--- src/rtl/core/bco_ram.sv ---
// generic simple dual-port ram, one write and one registered read port
// no dependencies
module bco_ram #(
    parameter int WIDTH = 8,
    parameter int DEPTH = 256
) (
    input  logic                     clk,
    input  logic                     we,
    input  logic [$clog2(DEPTH)-1:0] waddr,
    input  logic [WIDTH-1:0]         wdata,
    input  logic                     re,
    input  logic [$clog2(DEPTH)-1:0] raddr,
    output logic [WIDTH-1:0]         rdata
);

    logic [WIDTH-1:0] mem [DEPTH];

    always_ff @(posedge clk)
    begin
        if (we)
        begin
            mem[waddr] <= wdata;
        end
        if (re)
        begin
            rdata <= mem[raddr];
        end
    end

endmodule

--- config.mk ---
export PLATFORM = sky130hd
export DESIGN_NAME = bco_ram
export DESIGN_NICKNAME = d
export VERILOG_FILES = /design/src/rtl/core/bco_ram.sv
export SDC_FILE = /design/constraint.sdc
export NUM_CORES = 2
export LEC_CHECK = 0
export BUFFER_PORTS_ARGS = -buffer_cell sky130_fd_sc_hd__buf_2
export CAP_MARGIN = 10
export CORE_AREA = 2 2 399 401
export CTS_CLUSTER_DIAMETER = 100
export CTS_CLUSTER_SIZE = 8
export DETAILED_ROUTE_END_ITERATION = 16
export DIE_AREA = 0 0 401 403
export PLACE_DENSITY = 0.69
export SYNTH_ARGS = -nofsm -noshare
export SYNTH_HDL_FRONTEND = slang
export SYNTH_SLANG_ARGS = --single-unit
--- constraint.sdc ---
create_clock -name clk -period 2.9 [get_ports clk]
set_clock_uncertainty 0.1 [all_clocks]
set_input_delay 0.58 -clock clk [delete_from_list [all_inputs] [get_ports clk]]
set_output_delay 0.58 -clock clk [all_outputs]
set_load 0.01 [all_outputs]
==> results.tsv <==
metric	value	unit
Post-Route Hold Slack	57.8	ps
Syn. warnings	0	
routed vias/inst	6.34	
critical path peak fanout	18	
Synth Instances	3733	
grt ovf	0	
Post-synth ARST share	0	
CTS Sinks	2056	
Startpoint Class	input pin	
port bufs	34	
top-count cell post-synth	edfxtp_1	
#FFs+latches synth	2056	
Final ANT Viol Nets	0	
die area	162000	um2
total wire length	202	mm
area delta synth->final	19.4	%
layout net count	4528	
count of boundary I/O pins	35	
initial antenna violation count	5	
CTS tree	built	
Worst IR Drop VDD	0.000790	V
top post-synthesis cells by area	edfxtp_1 78%, mux4_2 13%, mux2i_1 1.7%	
crit path DAT	3380	ps
Min-Delay Path Class	input pin to register	
Post-synth EDFFs	2056	
routed len/inst	30.7	um
syn_area_per_cell	21.3	um2
core area	157000	um2
Power Dens Cells	699	nW/um2
H-tree Lvls	5	
outcome	finished, final reports clean	
Synth top area share	0.775	
HPWL after DPL	127	mm
Placed Cells incl. Taps	6262	
die height	403	um
sequential area share after synthesis	0.775	
worst skew pair latency	910	ps
CP Class	input pin to register	
pin count of the biggest net entering global routing	84	
vias in the first global route	42600	
Reg clk slew, reported paths	50	ps
TritonCTS buffer count	307	
cell area after layout	95000	um2
# DRC	0	
Fin. Hold Viols	0	
Worst-Margin Slew	928	ps
Setup Viol. Count Final	0	
Max Slew Vio Count	0	
Worst Path Required	3400	ps
pre-CTS WS	-1230	ps
post-synth cell types	54	
fin cells	6585	
Final Critical Period	2880	ps
via count	41800	
Leakage	31.1	nW
ys flop type	edfxtp_1	
unrepaired setup endpoints after global routing	no	
Synth top cells by count	2,056 x edfxtp_1, 454 x mux4_2, 282 x nor2_1, 134 x mux2i_1, 133 x a22oi_1	
DIE WIDTH	401	um
syn nets	3760	
row cnt	146	
Worst slew margin	0.380	
Area after DPL	87100	um2
max_cap viols	0	
period utilisation layout	0.994	
final worst slack	16.7	ps
final RePlAce weighted congestion	0.855	
first-pass GRT wire length	295	mm
fmax	0.347	GHz
Critical Path End Type	register	
cell area after synthesis	79600	um2
clock tree root driver cell	clkbuf_16	
initial core utilization	0.506	
Initial DRC Count	5833	
Total GRT Usage	0.253	
proportion of layout cells with a drive suffix above 1	0.330	
dominant cell type by area after synthesis	edfxtp_1	
clk buf depth	4	
fillers	10700	
first drt pass iteration count	6	
Post-Route Utilization	0.604	
==> metal layers <==
metal,part of all wire,global-route usage
met4,0.036,0.0948
met1,0.38,0.353
met5,0.00018,0
met3,0.11,0.0665
met2,0.47,0.387
==> placed cells by master (no fill, tap or decap), drive strengths merged, types with 6 or more instances in the layout <==
cell type and n:
a211oi 16, a21oi 96, a221oi 14, a22o 8
a22oi 133, and2 6, buf 686, clkbuf 317
edfxtp 2056, mux2i 134, mux4 456, nand2 33
nand2b 8, nand3 34, nand4 10, nor2 282
nor2b 31, nor3 22, nor4 27, o211ai 10
o21ai 12, o221ai 47, o22ai 28
==> metrics by stage <==
| step | total power, W | TNS [ps] |
|---|---|---|
| after CTS | 0.0669 | 0 |
| after global placement | 0.0368 | -5950 |
| after floorplan | 0.0350 | 0 |
| final | 0.0665 | 0 |
| after detailed placement | 0.0368 | -6150 |
| after global routing | 0.0682 | 0 |
==> cells by family after synthesis <==
| family | synth area share |
|---|---|
| simple gates | 0.0263 |
| compound gates | 0.0342 |
| buf+inv | 0.0183 |
| mux | 0.146 |
| flops | 0.775 |
==> critical path, stage by stage <==
cell     delay (ps)
buf_8           260
buf_12          240
or3b_2          390
buf_4           190
o22ai_1         100
o21ai_0         420
nand3_1         210
nor4_2          660
buf_4           220
nor4_2           30
==> where the power goes <==
part / internal [W] / leakage (nW) / switching, W
registers: 0.0329 / 18.5 / 0.0000598
logic: 0.00136 / 8.72 / 0.00203
clock network: 0.0188 / 3.88 / 0.0114
total: 0.0530 / 31.1 / 0.0135
==> sequential cells by signal (all words and copies together), names as in the netlist <==
name	count
rdata	8
mem	2048
==> worst paths after layout <==
kind / startpoint / endpoint / slack (ps) / cells past startpoint
setup / recovery: raddr[1] / rdata[0] / 20 / 10
hold / removal: wdata[0] / mem[225][0] / 60 / 1
setup reg to reg: mem[87][0] / rdata[0] / 150 / 6
hold reg to reg: mem[32][5] / rdata[5] / 1030 / 7
==> what timing repair did <==
action,CTS,global route
hold buffers,2,0
endpoints found under the setup margin,3,1
setup buffers,0,0
endpoints found under the hold margin,72,0
gates resized for setup,5,2
==> cell type report <==
cell class | instances | area [um2] | area share
Sequential cell | 2056 | 61700 | 0.650
Clock inverter | 6 | 40.0 | 0.000421
Tap cell | 2072 | 2590 | 0.0273
Timing Repair Buffer | 692 | 6290 | 0.0662
Multi-Input combinational cell | 1442 | 16500 | 0.174
Inverter | 2 | 7.51 | 0.0000790
Antenna cell | 2 | 5.00 | 0.0000527
Clock buffer | 313 | 7830 | 0.0824
No activity file was read; power rests on OpenSTA's default activity.
