--- config.mk ---
export PLATFORM = sky130hd
export DESIGN_NAME = bco_bp_table
export DESIGN_NICKNAME = d
export VERILOG_FILES = /design/src/rtl/core/bco_pkg.sv /design/src/rtl/core/bco_bp_table.sv
export SDC_FILE = /design/constraint.sdc
export NUM_CORES = 1
export LEC_CHECK = 0
export ABC_AREA = 1
export BUFFER_PORTS_ARGS = -buffer_cell sky130_fd_sc_hd__buf_2
export CELL_PAD_IN_SITES_DETAIL_PLACEMENT = 0
export CELL_PAD_IN_SITES_GLOBAL_PLACEMENT = 2
export CORE_ASPECT_RATIO = 1.5
export CORE_MARGIN = 2
export CORE_UTILIZATION = 43
export DETAILED_ROUTE_END_ITERATION = 8
export PLACE_DENSITY = 0.78
export SLEW_MARGIN = 20
export SYNTH_ARGS = -nofsm -noshare
export SYNTH_HDL_FRONTEND = slang
export SYNTH_SLANG_ARGS = --single-unit
export TNS_END_PERCENT = 1
--- constraint.sdc ---
create_clock -name clk -period 2.2 [get_ports clk]
set_input_delay 0.22 -clock clk [delete_from_list [all_inputs] [get_ports clk]]
set_output_delay 0.22 -clock clk [all_outputs]
set_load 0.01 [all_outputs]
--- src/rtl/core/bco_pkg.sv ---
// shared types and constants for the breakpoint code overlay
// no dependencies; used by bco_ifs, bco_bp_table and breakpoint_code_overlay
package bco_pkg;

    localparam int NUM_BREAKPOINTS = 16;
    localparam int OVERLAY_DEPTH   = 256;
    localparam int OVL_ADDR_W      = $clog2(OVERLAY_DEPTH);
    localparam int ADDR_W          = 16;
    localparam int BYTE_W          = 8;
    localparam int SLOT_W          = 4;
    localparam int REQ_W           = 3;

    localparam logic [ADDR_W-1:0] PAGE_MASK = 16'hff00;

    typedef enum logic [REQ_W-1:0] {
        REQ_CPU_READ  = 3'd0,
        REQ_CPU_WRITE = 3'd1,
        REQ_POKE_CODE = 3'd2,
        REQ_POKE_DATA = 3'd3,
        REQ_PEEK_DATA = 3'd4,
        REQ_SET_BP    = 3'd5,
        REQ_CLR_BP    = 3'd6
    } req_kind_t;

    // which store feeds read_data of a pending result
    typedef enum logic [1:0] {
        SRC_NONE,
        SRC_CODE,
        SRC_DATA
    } rd_src_t;

    typedef enum logic [1:0] {
        ST_CLEAR,
        ST_IDLE,
        ST_READ
    } fsm_state_t;

    typedef struct packed {
        logic              set_en;
        logic              clr_en;
        logic [SLOT_W-1:0] slot;
        logic [ADDR_W-1:0] set_addr;
    } bp_cmd_t;

    typedef struct packed {
        logic              match;
        logic [SLOT_W-1:0] slot;
    } bp_match_t;

endpackage

--- src/rtl/core/bco_bp_table.sv ---
// breakpoint address table with active mask and parallel lowest-slot match
// depends on bco_pkg
module bco_bp_table (
    input  logic                         clk,
    input  logic                         rst_n,
    input  bco_pkg::bp_cmd_t             cmd,
    input  logic [bco_pkg::ADDR_W-1:0]   query,
    output bco_pkg::bp_match_t           result
);

    import bco_pkg::*;

    logic [ADDR_W-1:0]          bp_addr_reg [NUM_BREAKPOINTS];
    logic [NUM_BREAKPOINTS-1:0] active_reg;
    logic [NUM_BREAKPOINTS-1:0] active_next;

    always_comb
    begin
        active_next = active_reg;
        for (int i = 0; i < NUM_BREAKPOINTS; i++)
        begin
            if (cmd.slot == SLOT_W'(i))
            begin
                if (cmd.set_en)
                begin
                    active_next[i] = 1'b1;
                end
                else if (cmd.clr_en)
                begin
                    active_next[i] = 1'b0;
                end
            end
        end
    end

    always_ff @(posedge clk or negedge rst_n)
    begin
        if (!rst_n)
        begin
            active_reg <= '0;
        end
        else
        begin
            active_reg <= active_next;
        end
    end

    // addresses are only compared once their slot has been set
    always_ff @(posedge clk)
    begin
        for (int i = 0; i < NUM_BREAKPOINTS; i++)
        begin
            if (cmd.set_en && cmd.slot == SLOT_W'(i))
            begin
                bp_addr_reg[i] <= cmd.set_addr;
            end
        end
    end

    // scan from the top so the lowest matching slot wins
    always_comb
    begin
        result = '0;
        for (int i = NUM_BREAKPOINTS - 1; i >= 0; i--)
        begin
            if (active_reg[i] && bp_addr_reg[i] == query)
            begin
                result.match = 1'b1;
                result.slot  = SLOT_W'(i);
            end
        end
    end

endmodule

==> impl_metrics.yaml <==
sta:
  setup_repair_after_global_routing_missed_its_margin: "true"
  period_needed_ns: 2.90
  fin_ws_ns: -0.705
  fin_worst_skew_ns: 0
  max_slew.worst_pin.slew_ns: 0.670
  hold_violations_final: 0
  finalSetupViolCount: 5
  finalCritPeriodShare_pct: 132
  worst_slew_margin_rel_pct: 55.4
  highest_clock_rate_mhz: 344
  final.setup.tns_ns: -3.01
  final_max_slew_viol_count: 0
drt:
  first_pass_iters: 7
  post_drt_via_cell_ratio: 5.52
  wl_met1_um: 15300
  maxUsedRoutingLayer: "met4"
  routed_wire_length_per_instance_um: 25.2
  drtAntennaViolNets: 0
  drc: 0
  drtIter0Drc: 722
  routed-via-count: 8447
  route.met3.wl_um: 1690
  met2RoutedLength_um: 20300
  finalWirelength_um: 38600
floorplan:
  floorplan.io_pins: 45
  chipWidth_um: 141
  design.die.area_um2: 29500
  std_cell_rows: 75
  core-area_um2: 27900
  die_height_um: 209
  start_util_pct: 43.4
yosys:
  synth.cell_area_um2: 12100
  count_of_flip_flops_with_a_built_in_enable_after_synthesis: 256
  yosysUniqueCellTypes: 46
  postSynthRegisterBits: 272
  synth-seq-area-share_pct: 66.9
  synth_cells: 1009
  syn-num-nets: 1049
  postSynth.asyncResetShare_pct: 5.88
  synth.avg_cell_area_um2: 12.0
  dominantRegCellSynth: "edfxtp_1"
  yosysWarnings: 0
clock_tree:
  clock-root-buffer: "clkbuf_16"
  worst_setup_hold_path_clk_slew_ns: 0.06
  ctsHtreeMaxLevel: 1
  tritoncts_num_sinks: 272
  tritoncts.num_buffers: 25
  cts_max_path_buffers: 3
  tritoncts: "done"
  clk-insertion-delay-late_ns: 0.52
worst_setup_path:
  setup.reg_to_reg.worst_slack_ns: 1.46
  crit-reg2reg-capture: "active_reg[10]$_DFFE_PN0P_"
  start_kind: "register"
  crit_type: "reg2out"
  cp_cell_sequence: "nand2_1 > o21ai_0 > nor2_1 > buf_4 > nand3_1 > nor2_1 > nand2_1 > nand2_1 > nand2_1 > nand2_1 > nand2_1 > nand2_1 > nand2_1 > nand2_1 > nand2_1 > nand2_1 > nand2_1 > nand2_1 > nand2_1 > a21oi_2 > buf_2"
  crit_buf_inv: 2
  critical-path-top-delay-family: "simple AND/OR/NAND/NOR gates"
  cp-end-kind: "primary output"
  critical-path-max-stage-delay_ns: 0.39
  required_time_of_the_critical_path_ns: 1.98
  regToRegStartpoint: "active_reg[10]$_DFFE_PN0P_"
  timing.reg2reg.worst_path_depth: 2
  critPathMaxFanout: 2
  cpMostUsedCell: "nand2_1"
  slowest_cp_cell: "edfxtp_1"
  cp_data_arrival_time_ns: 2.68
final_layout:
  ff_latch_area_um2: 8090
  fillCellCount: 2481
  area_delta_synth_final_pct: 19.0
  antenna-diode-count: 0
  final_nets: 1206
  post_route_design_area_um2: 14400
  drive_gt1_share_pct: 21.4
  stdcell_count: 1529
  max_ffs_per_register: 256
  multi_input_area_um2: 3480
place:
  dpl_cell_area_um2: 13600
  placement.io_buffers: 44
  gpl.final_weighted_congestion: 0.875
  detailedPlacementHpwl_um: 25900
  dp_cells: 1480
pwr:
  total_power_w: 0.0111
  sequential_group_share_of_total_power_pct: 53.4
  power.combinational.fraction_pct: 9.2
  power_density_nw_per_um2: 769
  reported_net_switching_power_w: 0.00260
  power.share.switching_pct: 23.5
  power_report.internal_total_w: 0.00847
  irDropWorstVdd_uv: 621
  power.share.clock_pct: 37.4
  p_leak_nw: 5.34
hold_path:
  worst_hold_path.endpoint: "active_reg[0]$_DFFE_PN0P_"
  worst_hold_path_cells: 4
  holdCritStartpoint: "cmd[18]"
  min_path_type: "in2reg"
status:
  violations: "negative setup slack"
  run_status: "finished, violations left"
global_routing:
  antenna_found_initial: 0
  globalRouteTotalUtil_pct: 26.4
  grt_start_max_net_pins: 33
  gr-total-overflow: 0
  grt_pass1_wl_um: 55400
  grt_pass1_vias: 8457
run:
  max_cap_viol_count: 0
-- synth_stat cells (all sizes together), types with 11 or more instances --
cell    number  area share [%]
nand4       12            0.72
xor2        49             3.5
nor4        12            0.74
nor2        90             2.8
buf         34             2.2
o22ai       37             1.9
a211oi      11            0.72
dfrtp       16             3.3
nand2      186             5.8
edfxtp     256              64
or2         25             1.3
nand3       14            0.58
a221oi      24             1.8
o21ai       96             4.0
xnor2       18             1.3
inv         71             2.3
a22o        11            0.80
-- placed cells by master, fill, tap and decap left out, types with 14 or more instances in the layout --
master,netlist,routed
a221oi_1,22,20
buf_12,0,15
buf_2,14,44
buf_4,8,110
clkbuf_16,0,25
dfrtp_1,16,16
edfxtp_1,256,256
inv_1,59,59
nand2_1,185,183
nand3_1,14,14
nor2_1,90,90
o21ai_0,93,92
o22ai_1,37,37
or2_2,22,22
xnor2_1,18,18
xor2_1,49,49
-- routing by layer --
metal  vias to the layer above  global-route usage, %
met5                         -                      0
met4                         0                   9.48
met1                      4200                   32.5
met3                        66                   2.69
li1                       3947                      -
met2                       234                   48.2
-- worst reg2reg max path, stage by stage, from the launching register on --
cell,delay (ns)
dfrtp_1,0.43
o21ai_0,0.09
o21ai_0,0.09
-- cells by family after synthesis --
group,Yosys count,share of synthesized area (%)
AOI/OAI and AO/OA,205,10.9
xor gates and xnor gates,67,4.85
buffers and inverters,112,4.71
DFF,272,66.9
and+or+nand+nor,353,12.7
-- power by group through the flow --
| stage | registers (W) | logic, W | clock network (W) |
|---|---|---|---|
| after floorplan | 0.00598 | 0.000475 | 0 |
| after global placement | 0.00601 | 0.00101 | 0 |
| after detailed placement | 0.00602 | 0.00102 | 0 |
| after CTS | 0.00591 | 0.00102 | 0.00419 |
| after global routing | 0.00592 | 0.00110 | 0.00436 |
| final | 0.00591 | 0.00102 | 0.00413 |
-- worst max path at each step --
stage | start | end | slack [ns] | cells after the start
after floorplan | query[0] | result[1] | 0.28 | 9
after global placement | query[11] | result[0] | -0.52 | 20
after detailed placement | query[11] | result[0] | -0.46 | 20
after CTS | bp_addr_reg[1][113]$_DFFE_PP_ | result[0] | -0.67 | 21
after global routing | bp_addr_reg[1][121]$_DFFE_PP_ | result[0] | -0.97 | 23
final | bp_addr_reg[1][113]$_DFFE_PP_ | result[0] | -0.70 | 21
-- through the flow --
stage | utilization, % | hold slack, ns | setup WS [ns]
floorplan | - | -0.0756 | 0.278
global route | 51.6 | 0.113 | -0.969
CTS | 51.5 | 0.0524 | -0.675
global placement | 48.6 | 0.243 | -0.521
detailed placement | 48.6 | 0.229 | -0.460
finish | 51.6 | 0.0636 | -0.705
-- timing repair --
| action | in CTS | in global routing |
|---|---|---|
| setup buffers | 3 | 1 |
| hold buffers | 1 | 0 |
| setup endpoints to repair | 5 | 5 |
| pin swaps | 4 | 6 |
| endpoints found under the hold margin | 16 | 0 |
| gates resized for setup | 7 | 4 |
-- final cells by class --
cell class	count	area share, %
flip-flops and latches	272	56.2
repair buffers	170	9.43
clock inverters	9	0.470
clock buffers	35	4.75
multi-input cells	625	24.2
well taps	346	3.01
inverters	72	1.93
(Power assumes the default switching activity.)
